===== src/rtl/pidpc_pkg.sv =====
// pidpc_pkg: shared types and constants for the pid position controller
// fixed field widths, register indexes, reset values, multiplier control struct
// no dependencies

package pidpc_pkg;

  // fixed field widths
  localparam int GAIN_W     = 32;
  localparam int DT_W       = 32;
  localparam int LIMIT_W    = 31;
  localparam int TIME_FRAC  = 24;
  localparam int CFG_IDX_W  = 2;
  localparam int CFG_DATA_W = 32;

  // shared multiplier: 33 x 33 signed, operand b taken in 32-bit digits
  localparam int DIG_W  = 32;
  localparam int OPA_W  = 33;
  localparam int PP_W   = 66;

  // internal term bound +-2^61, terms carried in 63 signed bits
  localparam int TERM_W = 63;
  localparam logic signed [TERM_W-1:0] TERM_LIMIT = {2'b01, {(TERM_W-2){1'b0}}};

  // configuration register indexes
  localparam logic [CFG_IDX_W-1:0] CFG_KP  = 2'd0;
  localparam logic [CFG_IDX_W-1:0] CFG_KI  = 2'd1;
  localparam logic [CFG_IDX_W-1:0] CFG_KD  = 2'd2;
  localparam logic [CFG_IDX_W-1:0] CFG_LIM = 2'd3;

  // register reset values
  localparam logic [GAIN_W-1:0]  KP_RST  = 32'd13107200;
  localparam logic [GAIN_W-1:0]  KI_RST  = 32'd1310720;
  localparam logic [GAIN_W-1:0]  KD_RST  = 32'd1310720;
  localparam logic [LIMIT_W-1:0] LIM_RST = 31'd26214;

  // multiplier control from the sequencer
  typedef struct packed {
    logic clr;  // clear accumulator
    logic mul;  // capture a new partial product
    logic acc;  // add captured partial product into accumulator
    logic hi;   // partial product being captured belongs to the upper digit
  } mac_ctl_t;

endpackage


===== src/rtl/pidpc_mac.sv =====
// pidpc_mac: shared signed multiply-accumulate unit
// one 33x33 product per cycle while mul is set, registered, then added at a digit offset
// depends on pidpc_pkg

module pidpc_mac #(
  parameter int ACC_W = 96
) (
  input  logic                                  clk,
  input  pidpc_pkg::mac_ctl_t                   ctl_i,
  input  logic signed [pidpc_pkg::OPA_W-1:0]    a_i,
  input  logic signed [pidpc_pkg::OPA_W-1:0]    d_i,
  output logic signed [ACC_W-1:0]               acc_o
);

  logic signed [pidpc_pkg::PP_W-1:0] pp_nxt;
  logic signed [pidpc_pkg::PP_W-1:0] pp_r;
  logic                              hi_r;
  logic signed [ACC_W-1:0]           addend;
  logic signed [ACC_W-1:0]           acc_r;

  // partial product of the full operand a and one digit of b
  assign pp_nxt = a_i * d_i;

  // upper digit lands one digit width higher
  assign addend = hi_r ? (ACC_W'(pp_r) <<< pidpc_pkg::DIG_W) : ACC_W'(pp_r);

  // product register
  always_ff @(posedge clk) begin
    if (ctl_i.mul) begin
      pp_r <= pp_nxt;
      hi_r <= ctl_i.hi;
    end
  end

  // accumulator
  always_ff @(posedge clk) begin
    if (ctl_i.clr) begin
      acc_r <= '0;
    end else if (ctl_i.acc) begin
      acc_r <= acc_r + addend;
    end
  end

  assign acc_o = acc_r;

endmodule


===== config.mk =====
export PLATFORM = sky130hd
export DESIGN_NAME = pidpc_mac
export DESIGN_NICKNAME = d
export VERILOG_FILES = /design/src/rtl/pidpc_pkg.sv /design/src/rtl/pidpc_mac.sv
export SDC_FILE = /design/constraint.sdc
export NUM_CORES = 2
export LEC_CHECK = 0
export ABC_AREA = 1
export BUFFER_PORTS_ARGS = -buffer_cell sky130_fd_sc_hd__buf_4
export CAP_MARGIN = 0
export CORE_ASPECT_RATIO = 1.5
export CORE_MARGIN = 10
export CORE_UTILIZATION = 50
export CTS_BUF_LIST = sky130_fd_sc_hd__clkbuf_8 sky130_fd_sc_hd__clkbuf_16
export DETAILED_ROUTE_END_ITERATION = 10
export GPL_TIMING_DRIVEN = 0
export PLACE_DENSITY_LB_ADDON = 0.3
export SYNTH_ARGS = -nofsm -noshare
export SYNTH_HDL_FRONTEND = slang
export SYNTH_SLANG_ARGS = --single-unit
export TNS_END_PERCENT = 1

===== constraint.sdc =====
create_clock -name clk -period 10.3 [get_ports clk]
set_clock_uncertainty 0.1 [all_clocks]
set_input_delay 1.545 -clock clk [delete_from_list [all_inputs] [get_ports clk]]
set_output_delay 1.545 -clock clk [all_outputs]
set_load 0.03 [all_outputs]

== Word level (Yosys, flattened, before mapping) ==
Index checks and enable logic that the tools add are counted.

* Add/subtract/negate cells: 1
* Multipliers: 1
* Multiplexer cells: 1

{| class="wikitable"
|+ Operators by type and width
! kind !! number
|-
| $add 96x96->96 || 1
|-
| $mux 96 || 1
|-
| $mul 33x33->66 || 1
|}

* Register bits after elaboration: 163
* Input port bits: 71
* Output and inout port bits: 96
* Word-level logic and storage cells: 6

== Depth between registers and ports, before layout ==
* Depth in word-level cells: 2
* Gate-level depth with buffers: 33
* Gate-level depth less buffers: 31

== Worst setup path before layout ==
OpenSTA, ideal clock, no wires.

* Path type: input -> register
* From: input a_i[32] (netlist name)
* To: register pp_r[62] (netlist name), data pin
* Library setup time: 0.252 ns
* Arrival: 8.374 ns
* Required time: 9.948 ns
* Setup slack: 1.574 ns
* Stages: 26
* Path buffers: 2
* Path through: clkbuf_1 > clkbuf_1 > nand2_1 > inv_1 > fa_1 > fa_1 > fa_1 > fa_1 > inv_1 > fa_1 > fa_1 > fa_1 > fa_1 > inv_1 > ha_1 > nand2_1 > nor2_1 > inv_1 > nor2_1 > inv_1 > nor4_1 > inv_1 > nor3_1 > nand2_1 > nand3_1 > nand2_1

* Longest elaborated chain between the ends: 1

{| class="wikitable"
|+ Ends and longest elaborated chain
! what !! RTL line !! text
|-
| from (decl) || pidpc_mac.sv:10 || <nowiki>input logic signed [pidpc_pkg::OPA_W-1:0] a_i,</nowiki>
|-
| $mul 33x33->66 || pidpc_mac.sv:22 || <nowiki>assign pp_nxt = a_i * d_i;</nowiki>
|-
| named net pp_nxt (one bit) || pidpc_mac.sv:15 || <nowiki>logic signed [pidpc_pkg::PP_W-1:0] pp_nxt;</nowiki>
|-
| to (signal assigned) || pidpc_mac.sv:30 || <nowiki>pp_r <= pp_nxt;</nowiki>
|-
| to (decl) || pidpc_mac.sv:16 || <nowiki>logic signed [pidpc_pkg::PP_W-1:0] pp_r;</nowiki>
|}

The timed path passes the listed nets, and every way through them passes these cells.
A chain may end at the register's enable or synchronous reset.

== Worst setup path after layout ==
* From: input d_i[29] (netlist name)
* To: register pp_r[55] (netlist name), data pin

* Longest elaborated chain between the ends: 1

{| class="wikitable"
|+ Ends and longest elaborated chain
! what !! RTL line !! text
|-
| from (decl) || pidpc_mac.sv:11 || <nowiki>input logic signed [pidpc_pkg::OPA_W-1:0] d_i,</nowiki>
|-
| $mul 33x33->66 || pidpc_mac.sv:22 ||
|-
| named net pp_nxt (one bit) || pidpc_mac.sv:15 ||
|}

The timed path passes the listed nets, and every way through them passes these cells.

==> Implementation_results.wiki <==
{| class="wikitable"
! Metric !! Value
|-
| Number of placed I/O pins || 167
|-
| Xor/xnor cell area share of the yosys netlist || 0.01559
|-
| Starting utilization of the core area || 0.5031
|-
| Distinct cell type count of the synthesized netlist || 50
|-
| Net count, final || 9607
|-
| Overall routing resource usage || 0.4676
|-
| DRT iter0 DRCs || 5268
|-
| Result of the run || complete, but fails checks
|-
| Share of synthesized flip-flops with an asynchronous set or reset || 0
|-
| Clk slew on worst S/H paths || 0.08 ns
|-
| Max capacitance violation total || 6
|-
| Total of fill cells in the finished design || 11606
|-
| Antenna violations before repair || 30
|-
| Number of vias in the routed layout || around 54000
|-
| Number of slew-limit violations in the final report || 62
|-
| Top flip-flop cell by instance count after synthesis || sky130_fd_sc_hd__dfxtp_1
|-
| Hold Crit Class || flip-flop to flip-flop
|-
| Mux cell area share after synthesis || 0
|-
| Average detailed-routed wire length per instance || between 30 and 40 um
|-
| Wire length of the first global-routing pass || 410.7 mm
|-
| Count of nets left with antenna violations after detail routing || 0
|-
| Maximum net fanout on the critical path || 10
|-
| Post-Route Utilization || 0.5326
|-
| Post-Synth Adder-Cell Area || 0.4731
|-
| Final clock period utilization by the worst path || 1.037
|-
| Cell family with the largest share of critical-path delay || adder cells
|-
| Setup Viol. Count Final || 10
|-
| Top cells by count, synth || sky130_fd_sc_hd__inv_1 (2403), sky130_fd_sc_hd__nand2_1 (2124), sky130_fd_sc_hd__fa_1 (1146)
|-
| Final wirelength || 292.4 mm
|-
| Most used standard cell by instance count after synthesis || sky130_fd_sc_hd__inv_1
|-
| Count of yosys warnings during synthesis || 0
|-
| Vias per cell || 5.656
|-
| # hold bufs at CTS || 0
|-
| Largest family of logic cells by synthesized area || adder cells
|-
| Yosys top cell area share || 0.4043
|-
| Gp weighted congestion || 1.132
|-
| Cell-by-cell trace of the critical path || clkbuf_1 > clkbuf_1 > nand2_1 > fa_1 > inv_1 > fa_1 > fa_1 > fa_1 > fa_1 > fa_1 > fa_1 > inv_1 > fa_1 > inv_1 > ha_1 > a21o_1 > a31oi_1 > o21ai_0 > a21oi_1 > nand3_1 > a21oi_1 > xnor2_1
|-
| Share of post-route cells with drive strength above 1 || 0.03226
|-
| Actual transition at the worst max-transition pin || between 1.5 and 2 ns
|-
| Largest buffer count on any clock path || 2
|-
| Buffer type at the clock tree root || sky130_fd_sc_hd__clkbuf_16
|-
| Largest net degree at the start of global routing || 68
|-
| TritonCTS sink count || 163
|-
| Fin. Hold Viols || 0
|-
| Worst slew slack as a fraction of its limit || -0.09747
|-
| Final std cell area, no fill || between 60000 and 70000 sq um
|-
| Data arrival, critical path || 10.85 ns
|-
| Post-route DRC || 0
|-
| Clk Latency, worst-skew pair || roughly 0.52 ns
|-
| Most frequent cell on the critical path || sky130_fd_sc_hd__fa_1
|-
| Worst hold slack after final layout || 0.4510 ns
|-
| Die Outline Area || 127600 sq um
|-
| Input/output buffers || 99
|-
| Cell accounting for the most synthesized area || sky130_fd_sc_hd__fa_1
|-
| Synthesized area per cell || 7.130 sq um
|-
| Post-synth EDFFs || 67
|-
| Total of flip-flops plus latches after synthesis || around 160
|-
| Violated checks || capacitance limit, slew limit, setup timing
|-
| Die height || roughly 430 um
|-
| Cell area after technology mapping || 56740 sq um
|-
| Endpoint required time on the critical path || 10.47 ns
|-
| Clock tree from TritonCTS || yes
|-
| Share of the synthesized area in compound gates (AO/OA/AOI/OAI) || 0.04955
|-
| Global route overflow || 0
|-
| Top achievable clock speed || 93.63 MHz
|-
| Area added between synthesis and finish || 5.870%
|-
| Chip Width || 295.1 um
|-
| First drt pass iteration count || 9
|-
| Num CTS Buffers || 17
|-
| Synth Net Count || 9487
|-
| Standard-cell row count || 151
|-
| RSZ-0062 raised after global routing || yes
|-
| Maximum single-stage delay on the critical path || 0.95 ns
|-
| Crit path launch type || primary input
|-
| Critical-path top delay cell || sky130_fd_sc_hd__clkbuf_1
|-
| HPWL reported at the end of detailed placement || 241.4 mm
|-
| Worst path bufs/invs || 5
|-
| Sequential share of the synthesized area || 0.06932
|-
| Syn Inst Count || a little under 8000
|-
| Simple-gate share of the synthesized area || 0.2121
|-
| Clock H-tree levels || 4
|-
| Core ar. || ~110000 sq um
|-
| Number of global-route vias before repair || around 56000
|-
| Worst slack after detailed placement || -0.6868 ns
|-
| Post-layout min period || around 11 ns
|-
| Standard cell area after detailed placement || 59310 sq um
|-
| Critical Path Sink Type || flip-flop
|-
| Cells taking the most area after synthesis || sky130_fd_sc_hd__fa_1 (40%), sky130_fd_sc_hd__inv_1 (16%), sky130_fd_sc_hd__nand2_1 (14%)
|-
| Kind of critical path || primary input to flip-flop
|-
| Crit path setup slack, layout || -0.3807 ns
|}
path summary, 6_finish.rpt:
check	start	endpoint	slack (ns)	cells past startpoint
setup / recovery	d_i[29]	pp_r[55]	-0.38	22
hold / removal	acc_o[95]	acc_o[95]	0.45	2
setup reg to reg	hi_r	acc_o[56]	4.66	17
hold reg to reg	acc_o[95]	acc_o[95]	0.45	2
layout make-up:
type                            instances  area, sq um  share of cell area
Antenna cell                           28        70.07            0.001166
Buffer                                312         1244             0.02070
Clock buffer                           17        425.4            0.007081
Clock inverter                         15        196.4            0.003270
Inverter                             2404         9024              0.1502
Multi-Input combinational cell       5079        42590              0.7090
Sequential cell                       163         3934             0.06548
Tap cell                             1453         1818             0.03026
Timing Repair Buffer                  101        773.2             0.01287
metal layers:
layer  share of wire  GRT usage
met5         0.00089  0.0003810
met4            0.15     0.5453
met3            0.10     0.1536
met2            0.47     0.7658
met1            0.28     0.4219
cell usage in the layout, fill, tap and decap left out, drive strengths merged, types with 67 or more instances in the layout:
cell type  synthesis  final
nand3            163    163
nand2           2168   2168
nor2             568    568
fa              1146   1146
clkbuf           300    314
edfxtp            67     67
inv             2403   2412
a21oi            217    217
ha               312    312
buf               11    112
xor2              74     74
dfxtp             96     96
o21ai            207    207
metrics by stage:
stage	std cells	TNS (ns)
2_1_floorplan	7958	0
3_3_place_gp	9510	-12.78
3_5_place_dp	9510	-11.80
4_1_cts	9542	0
5_1_grt	9550	-1.455
6_report	9572	-1.803
worst min-delay path: stages, from the launching register on:
cell and delay, ns:
sky130_fd_sc_hd__dfxtp_1 0.37, sky130_fd_sc_hd__nand2_1 0.09, sky130_fd_sc_hd__a21oi_1 0.06
registers in the layout, indices dropped and copies added (netlist names):
| register | count |
|---|---|
| acc_o | 96 |
| hi_r | 1 |
| pp_r | 66 |
logic make-up (layout without fill, tap and decap cells):
kind of cell    Yosys count  after routing
xor+xnor                101            101
fa+ha+maj              1458           1458
compound gates          509            509
simple gates           3011           3011
buf+inv                2716           2849
flops                   163            163
other cells               0             28
repair_timing:
action                                  4_1_cts  5_1_grt
endpoints found under the setup margin       11       24
setup buffers                                 0        0
resized for setup                             3       25
Power is not shown: default switching activity piles up to over one toggle a cycle in this logic, so the estimate is an artifact.
