--- config.mk ---
export PLATFORM = sky130hd
export DESIGN_NAME = pidpc_div
export DESIGN_NICKNAME = d
export VERILOG_FILES = /design/src/rtl/pidpc_pkg.sv /design/src/rtl/pidpc_div.sv
export SDC_FILE = /design/constraint.sdc
export NUM_CORES = 1
export LEC_CHECK = 0
export BUFFER_PORTS_ARGS = -buffer_cell sky130_fd_sc_hd__buf_2
export CAP_MARGIN = 20
export CORE_MARGIN = 2
export CORE_UTILIZATION = 56
export DETAILED_ROUTE_END_ITERATION = 8
export PLACE_DENSITY = 0.81
export SLEW_MARGIN = 20
export SYNTH_ARGS = -nofsm -noshare
export SYNTH_HDL_FRONTEND = slang
export SYNTH_SLANG_ARGS = --single-unit
--- constraint.sdc ---
create_clock -name clk -period 3.7 [get_ports clk]
set_input_delay 0 -clock clk [delete_from_list [all_inputs] [get_ports clk]]
set_output_delay 0 -clock clk [all_outputs]
set_load 0.05 [all_outputs]
--- src/rtl/pidpc_pkg.sv ---
// pidpc_pkg: shared types and constants for the pid position controller
// fixed field widths, register indexes, reset values, multiplier control struct
// no dependencies

package pidpc_pkg;

  // fixed field widths
  localparam int GAIN_W     = 32;
  localparam int DT_W       = 32;
  localparam int LIMIT_W    = 31;
  localparam int TIME_FRAC  = 24;
  localparam int CFG_IDX_W  = 2;
  localparam int CFG_DATA_W = 32;

  // shared multiplier: 33 x 33 signed, operand b taken in 32-bit digits
  localparam int DIG_W  = 32;
  localparam int OPA_W  = 33;
  localparam int PP_W   = 66;

  // internal term bound +-2^61, terms carried in 63 signed bits
  localparam int TERM_W = 63;
  localparam logic signed [TERM_W-1:0] TERM_LIMIT = {2'b01, {(TERM_W-2){1'b0}}};

  // configuration register indexes
  localparam logic [CFG_IDX_W-1:0] CFG_KP  = 2'd0;
  localparam logic [CFG_IDX_W-1:0] CFG_KI  = 2'd1;
  localparam logic [CFG_IDX_W-1:0] CFG_KD  = 2'd2;
  localparam logic [CFG_IDX_W-1:0] CFG_LIM = 2'd3;

  // register reset values
  localparam logic [GAIN_W-1:0]  KP_RST  = 32'd13107200;
  localparam logic [GAIN_W-1:0]  KI_RST  = 32'd1310720;
  localparam logic [GAIN_W-1:0]  KD_RST  = 32'd1310720;
  localparam logic [LIMIT_W-1:0] LIM_RST = 31'd26214;

  // multiplier control from the sequencer
  typedef struct packed {
    logic clr;  // clear accumulator
    logic mul;  // capture a new partial product
    logic acc;  // add captured partial product into accumulator
    logic hi;   // partial product being captured belongs to the upper digit
  } mac_ctl_t;

endpackage

--- src/rtl/pidpc_div.sv ---
// pidpc_div: bit-serial restoring divider, one quotient bit per cycle
// unsigned numerator of NUM_W bits over a 32-bit divisor
// depends on pidpc_pkg

module pidpc_div #(
  parameter int NUM_W = 57
) (
  input  logic                          clk,
  input  logic                          rst_n,
  input  logic                          start_i,
  input  logic [NUM_W-1:0]              num_i,
  input  logic [pidpc_pkg::DT_W-1:0]    den_i,
  output logic                          busy_o,
  output logic [NUM_W-1:0]              quo_o
);

  localparam int CNT_W = $clog2(NUM_W + 1);
  localparam int DW    = pidpc_pkg::DT_W;

  logic             busy_r;
  logic [CNT_W-1:0] cnt_r;
  logic [DW-1:0]    rem_r;
  logic [DW-1:0]    den_r;
  logic [NUM_W-1:0] sh_r;

  logic [DW:0] trial;
  logic [DW:0] diff;
  logic        fits;

  // one restoring step: bring down the next numerator bit, try to subtract
  assign trial = {rem_r, sh_r[NUM_W-1]};
  assign diff  = trial - {1'b0, den_r};
  assign fits  = (trial >= {1'b0, den_r});

  // step counter and busy flag
  always_ff @(posedge clk) begin
    if (!rst_n) begin
      busy_r <= 1'b0;
      cnt_r  <= '0;
    end else if (start_i) begin
      busy_r <= 1'b1;
      cnt_r  <= CNT_W'(NUM_W);
    end else if (busy_r) begin
      cnt_r <= cnt_r - CNT_W'(1);
      if (cnt_r == CNT_W'(1)) begin
        busy_r <= 1'b0;
      end
    end
  end

  // remainder and numerator/quotient shift register
  always_ff @(posedge clk) begin
    if (start_i) begin
      rem_r <= '0;
      sh_r  <= num_i;
      den_r <= den_i;
    end else if (busy_r) begin
      rem_r <= fits ? diff[DW-1:0] : trial[DW-1:0];
      sh_r  <= {sh_r[NUM_W-2:0], fits};
    end
  end

  assign busy_o = busy_r;
  assign quo_o  = sh_r;

  // checks
  a_start_busy: assert property (@(posedge clk) disable iff (!rst_n)
    start_i |=> busy_r)
    else $error("divider not busy after start");

  a_busy_cnt: assert property (@(posedge clk) disable iff (!rst_n)
    busy_r |-> (cnt_r != '0))
    else $error("divider busy with no steps left");

endmodule

# Yosys cells after proc, flatten, opt, wreduce, memory -nomap -nowiden
# Index checks and enable logic that the tools add are counted.
[classes]
reduce_logical = 2
n_eq_ne = 1
addsub = 2
magnitude_cmp = 1
muxes = 8
bitwise = 1
[ops]
columns = ["operator", "n"]
rows = [
  ["57-bit 2-to-1 mux", 2],
  ["33-bit by 32-bit greater-or-equal comparator with 1-bit output", 1],
  ["32-bit 2-to-1 mux", 1],
  ["32-bit subtractor", 1],
  ["6-bit 2-to-1 mux", 2],
  ["6-bit by 1-bit == test with 1-bit output (second input constant)", 1],
  ["6-bit by 1-bit subtractor with 6-bit output (second input constant)", 1],
  ["1-bit 2-to-1 mux", 3],
  ["2-bit nonzero test", 1],
  ["2-bit OR reduction", 1],
  ["1-bit NOT", 1],
]
[word_totals]
out_inout_bits = 58
reg_bits = 128
word_cells = 21
in_bits = 92

# Longest topological paths before layout
[depth]
word_depth = 4
ltp_mapped = 13
mapped_depth_nobuf = 11

# Worst setup path after synthesis
# No wires, ideal clock.
[synth_timing]
path_kind = "flip-flop to flip-flop"
from = "reg sh_r[56], in the netlist quo_o[56]"
to = "reg rem_r[28]"
setup_time_ns = 0.136
path_stages_with_launch = 12
synth_period_minus_slack_ns = 2.747
required_time_ns = 3.564
setup_slack_ns = 0.953
n_path_buf = 0
arrival_ns = 2.611
path_cell_list = "edfxtp_1 > inv_1 > ha_1 > fa_1 > nand2b_1 > a21oi_1 > or3_1 > o31ai_2 > o21bai_1 > o22ai_1 > xor2_1 > o221ai_1"
[synth_via]
elab_chain_cells = 2
elab_cells_between_ends = 3
cone_classes = "add/sub: 1; order compare: 1; mux: 1"
[synth_rtl]
columns = ["item", "line_no", "text"]
rows = [
  ["start, declared", "pidpc_div.sv:24", "logic [NUM_W-1:0] sh_r;"],
  ["start signal, assigned", "pidpc_div.sv:55", "sh_r <= num_i;"],
  ["start signal, assigned", "pidpc_div.sv:59", "sh_r <= {sh_r[NUM_W-2:0], fits};"],
  ["32-bit subtractor / 33-bit by 32-bit greater-or-equal comparator with 1-bit output (equally long branches)", "pidpc_div.sv:32, pidpc_div.sv:33", ""],
  ["32-bit 2-to-1 mux *", "pidpc_div.sv:58", "rem_r <= fits ? diff[DW-1:0] : trial[DW-1:0];"],
  ["end signal, assigned", "pidpc_div.sv:58", ""],
  ["end, declared", "pidpc_div.sv:22", "logic [DW-1:0] rem_r;"],
]
# Mark *: on every way between the ends. The rest lies on a longest branch, timed or not.
# A chain may end at the register's enable or synchronous reset.

# Final worst setup path
[layout_timing]
from = "reg den_r[1]"
to = "reg rem_r[3]"
[layout_via]
elab_chain_cells = 2
elab_cells_between_ends = 3
cone_classes = "add/sub: 1; order compare: 1; mux: 1"
[layout_rtl]
columns = ["item", "line_no", "text"]
rows = [
  ["start, declared", "pidpc_div.sv:23", "logic [DW-1:0] den_r;"],
  ["start signal, assigned", "pidpc_div.sv:56", "den_r <= den_i;"],
  ["32-bit subtractor / 33-bit by 32-bit greater-or-equal comparator with 1-bit output (equally long branches)", "pidpc_div.sv:32, pidpc_div.sv:33", ""],
  ["32-bit 2-to-1 mux *", "pidpc_div.sv:58", ""],
]
# Marks and branches as above.

==> out/qor.yml <==
final_area_um2: 9690
cap_viol_max_count: 0
root_buffer: "clkbuf_16"
dpl-instance-area_um2: 8170
pin_count: 150
cp_max_fo: 16
synth-main-ff-cell: "edfxtp_1"
vias_per_cell: 6.25
worst_pin_slew_ns: 0.963
synth_top_area_frac: 0.363
outcome: "finished, final reports clean"
cp-start-kind: "register"
syn2layout_area_growth_pct: 31.6
drv_slew: 0
synth.area.top_cells: "edfxtp_1 36%, dfxtp_1 11%, mux2_2 8.7%, ha_1 5.8%, a21oi_1 2.6%"
drtAntennaViolNets: 0
vias: 6967
period_needed_ns: 3.36
yosys_warnings: 0
grt_pass1_vias: 7044
synthCells: 708
required_ns: 3.98
end_kind: "register"
drive_above_1_share: 0.273
dieWidth_um: 119
powerDensity_nw_per_um2: 496
yosys.area.top_type: "edfxtp_1"
setup_viol: 0
drt_first_iter_violations: 859
num_rows: 41
die_h_um: 119
fmax_mhz: 298
fin_nets: 1057
coreArea_um2: 12700
gp_congestion: 0.931
cts_setup_buffers: 0
relSlewSlack: 0.357
routedWlPerCell_um: 21.7
hold_viol_final: 0
tns_ns: 0
initial_core_util: 0.578
cts.htree.levels: 4
grt_pass1_wl_mm: 37.5
ys_ff_latch: 128
port_buffers: 149
p_leak_uw: 0.00408
drc: 0
cts_tree: "yes"
synth_edf_count: 89
cts_buffers: 17
antenna_found_initial: 0
cts_max_path_buffers: 2
yosys.cell_types.count: 65
clk_latency_ns: 0.42
vdd_drop_max_mv: 0.489
fin_skew_ns: 0.0111
dieArea_um2: 14100
syn_area_per_cell_um2: 10.4
syn_area_um2: 7360
drtPass1Iterations: 6
fin_crit_sh: 0.908
antenna_cells: 0
dp_hpwl_mm: 13.6
syn_nets: 835
grt.total_usage: 0.340
clock-sinks: 128
path_class: "register to register"
synth_async_sr_flop_share: 0
path_clk_slew_ns: 0.06
wirelength_mm: 24.2
grt_max_degree: 96
ys_seq_area_frac: 0.469
min_path_type: "input port to register"
globalRouteOverflowTotal: 0
critPathArrivalTime_ns: 3.64
grt_setup_unrepaired: "no"
==> metrics by stage <==
| step | hold slack [ns] | cells | total power, uW | utilization | setup slack, ns |
|---|---|---|---|---|---|
| 6_report | 0.0484 | 1115 | 4810 | 0.762 | 0.341 |
| 5_1_grt | 0.0399 | 1115 | 4930 | 0.762 | 0.211 |
| 2_1_floorplan | 0.0989 | 708 | 2580 | - | 0.953 |
| 4_1_cts | 0.0319 | 1115 | 4700 | 0.761 | 0.555 |
| 3_3_place_gp | 0.176 | 993 | 2830 | 0.642 | 0.659 |
| 3_5_place_dp | 0.178 | 993 | 2860 | 0.642 | 0.598 |
==> cell usage in the layout (no fill, tap or decap), drive strengths merged, types with 6 or more instances in the layout <==
cell type / Yosys / layout
mux2: 57 / 57
nand3: 26 / 26
xor2: 13 / 13
clkbuf: 36 / 17
buf: 9 / 158
o21a: 14 / 14
a21oi: 38 / 38
dfxtp: 39 / 39
dlygate4sd3: 0 / 90
edfxtp: 89 / 89
a21o: 10 / 10
xnor2: 16 / 16
ha: 34 / 34
a21boi: 7 / 7
nand2: 49 / 49
nor2: 50 / 50
clkinv: 0 / 8
o21ai: 39 / 39
a211oi: 6 / 6
o21bai: 8 / 8
nand4: 12 / 12
a311oi: 19 / 19
nor3: 9 / 9
inv: 48 / 50
o211ai: 7 / 7
==> worst paths after layout <==
kind                to      start  slack [ns]  cells past startpoint
max           rem_r[3]   den_r[1]        0.34                     11
min          den_r[30]    start_i        0.05                      1
max reg2reg   rem_r[3]   den_r[1]        0.34                     11
min reg2reg  rem_r[22]  rem_r[22]        0.51                      2
==> critical path, stage by stage (launching register included) <==
cell	delay, ns
edfxtp_1	0.43
inv_1	0.09
ha_1	0.24
nor2b_1	0.15
o2111a_1	0.25
o211ai_1	0.36
nand3_1	0.19
and3_4	0.22
o21ai_2	0.39
buf_4	0.32
nand3_1	0.13
a311oi_1	0.45
==> cell families after synthesis <==
kind of cell / after synthesis / synth area share
AO/OA/AOI/OAI: 184 / 0.174
AND/OR/NAND/NOR: 180 / 0.116
flip-flops: 128 / 0.469
buffers and inverters: 93 / 0.0559
multiplexers: 59 / 0.0899
adder cells (fa/ha/maj): 35 / 0.0605
XOR/XNOR: 29 / 0.0345
==> synth_stat cells (4+ instances only) <==
cell and instances:
or2_2 5, inv_1 48, a21o_1 10, ha_1 34
xnor2_1 16, nand4_1 12, mux2_2 57, o21bai_1 7
o21a_1 13, edfxtp_1 89, nor3_1 9, o22ai_1 5
a21boi_0 7, a21oi_1 38, xor2_1 13, and4_1 4
o211ai_1 7, nand2_1 49, clkbuf_1 33, dfxtp_1 39
o21ai_0 37, or3_1 5, a311oi_1 18, nor4_1 5
o31ai_1 4, a211oi_1 6, buf_2 5, nor2_1 50
nand3_1 26
==> state kept, by name, indices dropped and copies added (netlist names) <==
signal	flops
busy_o	1
cnt_r	6
den_r	32
quo_o	57
rem_r	32
==> power breakdown <==
group / internal [uW] / total [uW] / switching [uW]
Clock: 1120 / 1810 / 690
Sequential: 1690 / 1780 / 95.2
Combinational: 433 / 1210 / 779
==> what timing repair did <==
| item | 4_1_cts | 5_1_grt |
|---|---|---|
| hold endpoints to repair | 96 | 0 |
| gates resized for setup | 0 | 0 |
| endpoints found under the setup margin | 0 | 0 |
| hold buffers | 90 | 0 |
==> metal layers <==
layer / GRT usage / wire, um / vias to the layer above
met5: 0 / 0 / -
met4: 0.154 / 1020 / 0
met3: 0.0806 / 2000 / 96
met2: 0.588 / 12100 / 489
met1: 0.399 / 9140 / 3311
li1: - / - / 3071
==> layout make-up <==
| cell class | instances | area (um2) |
|---|---|---|
| Sequential cell | 128 | 3450 |
| Timing Repair Buffer | 248 | 1730 |
| Inverter | 48 | 181 |
| Clock inverter | 15 | 189 |
| Tap cell | 172 | 215 |
| Multi-Input combinational cell | 487 | 3490 |
| Clock buffer | 17 | 425 |
| Fill cell | 799 | 3030 |
No activity file was read; power rests on OpenSTA's default activity.
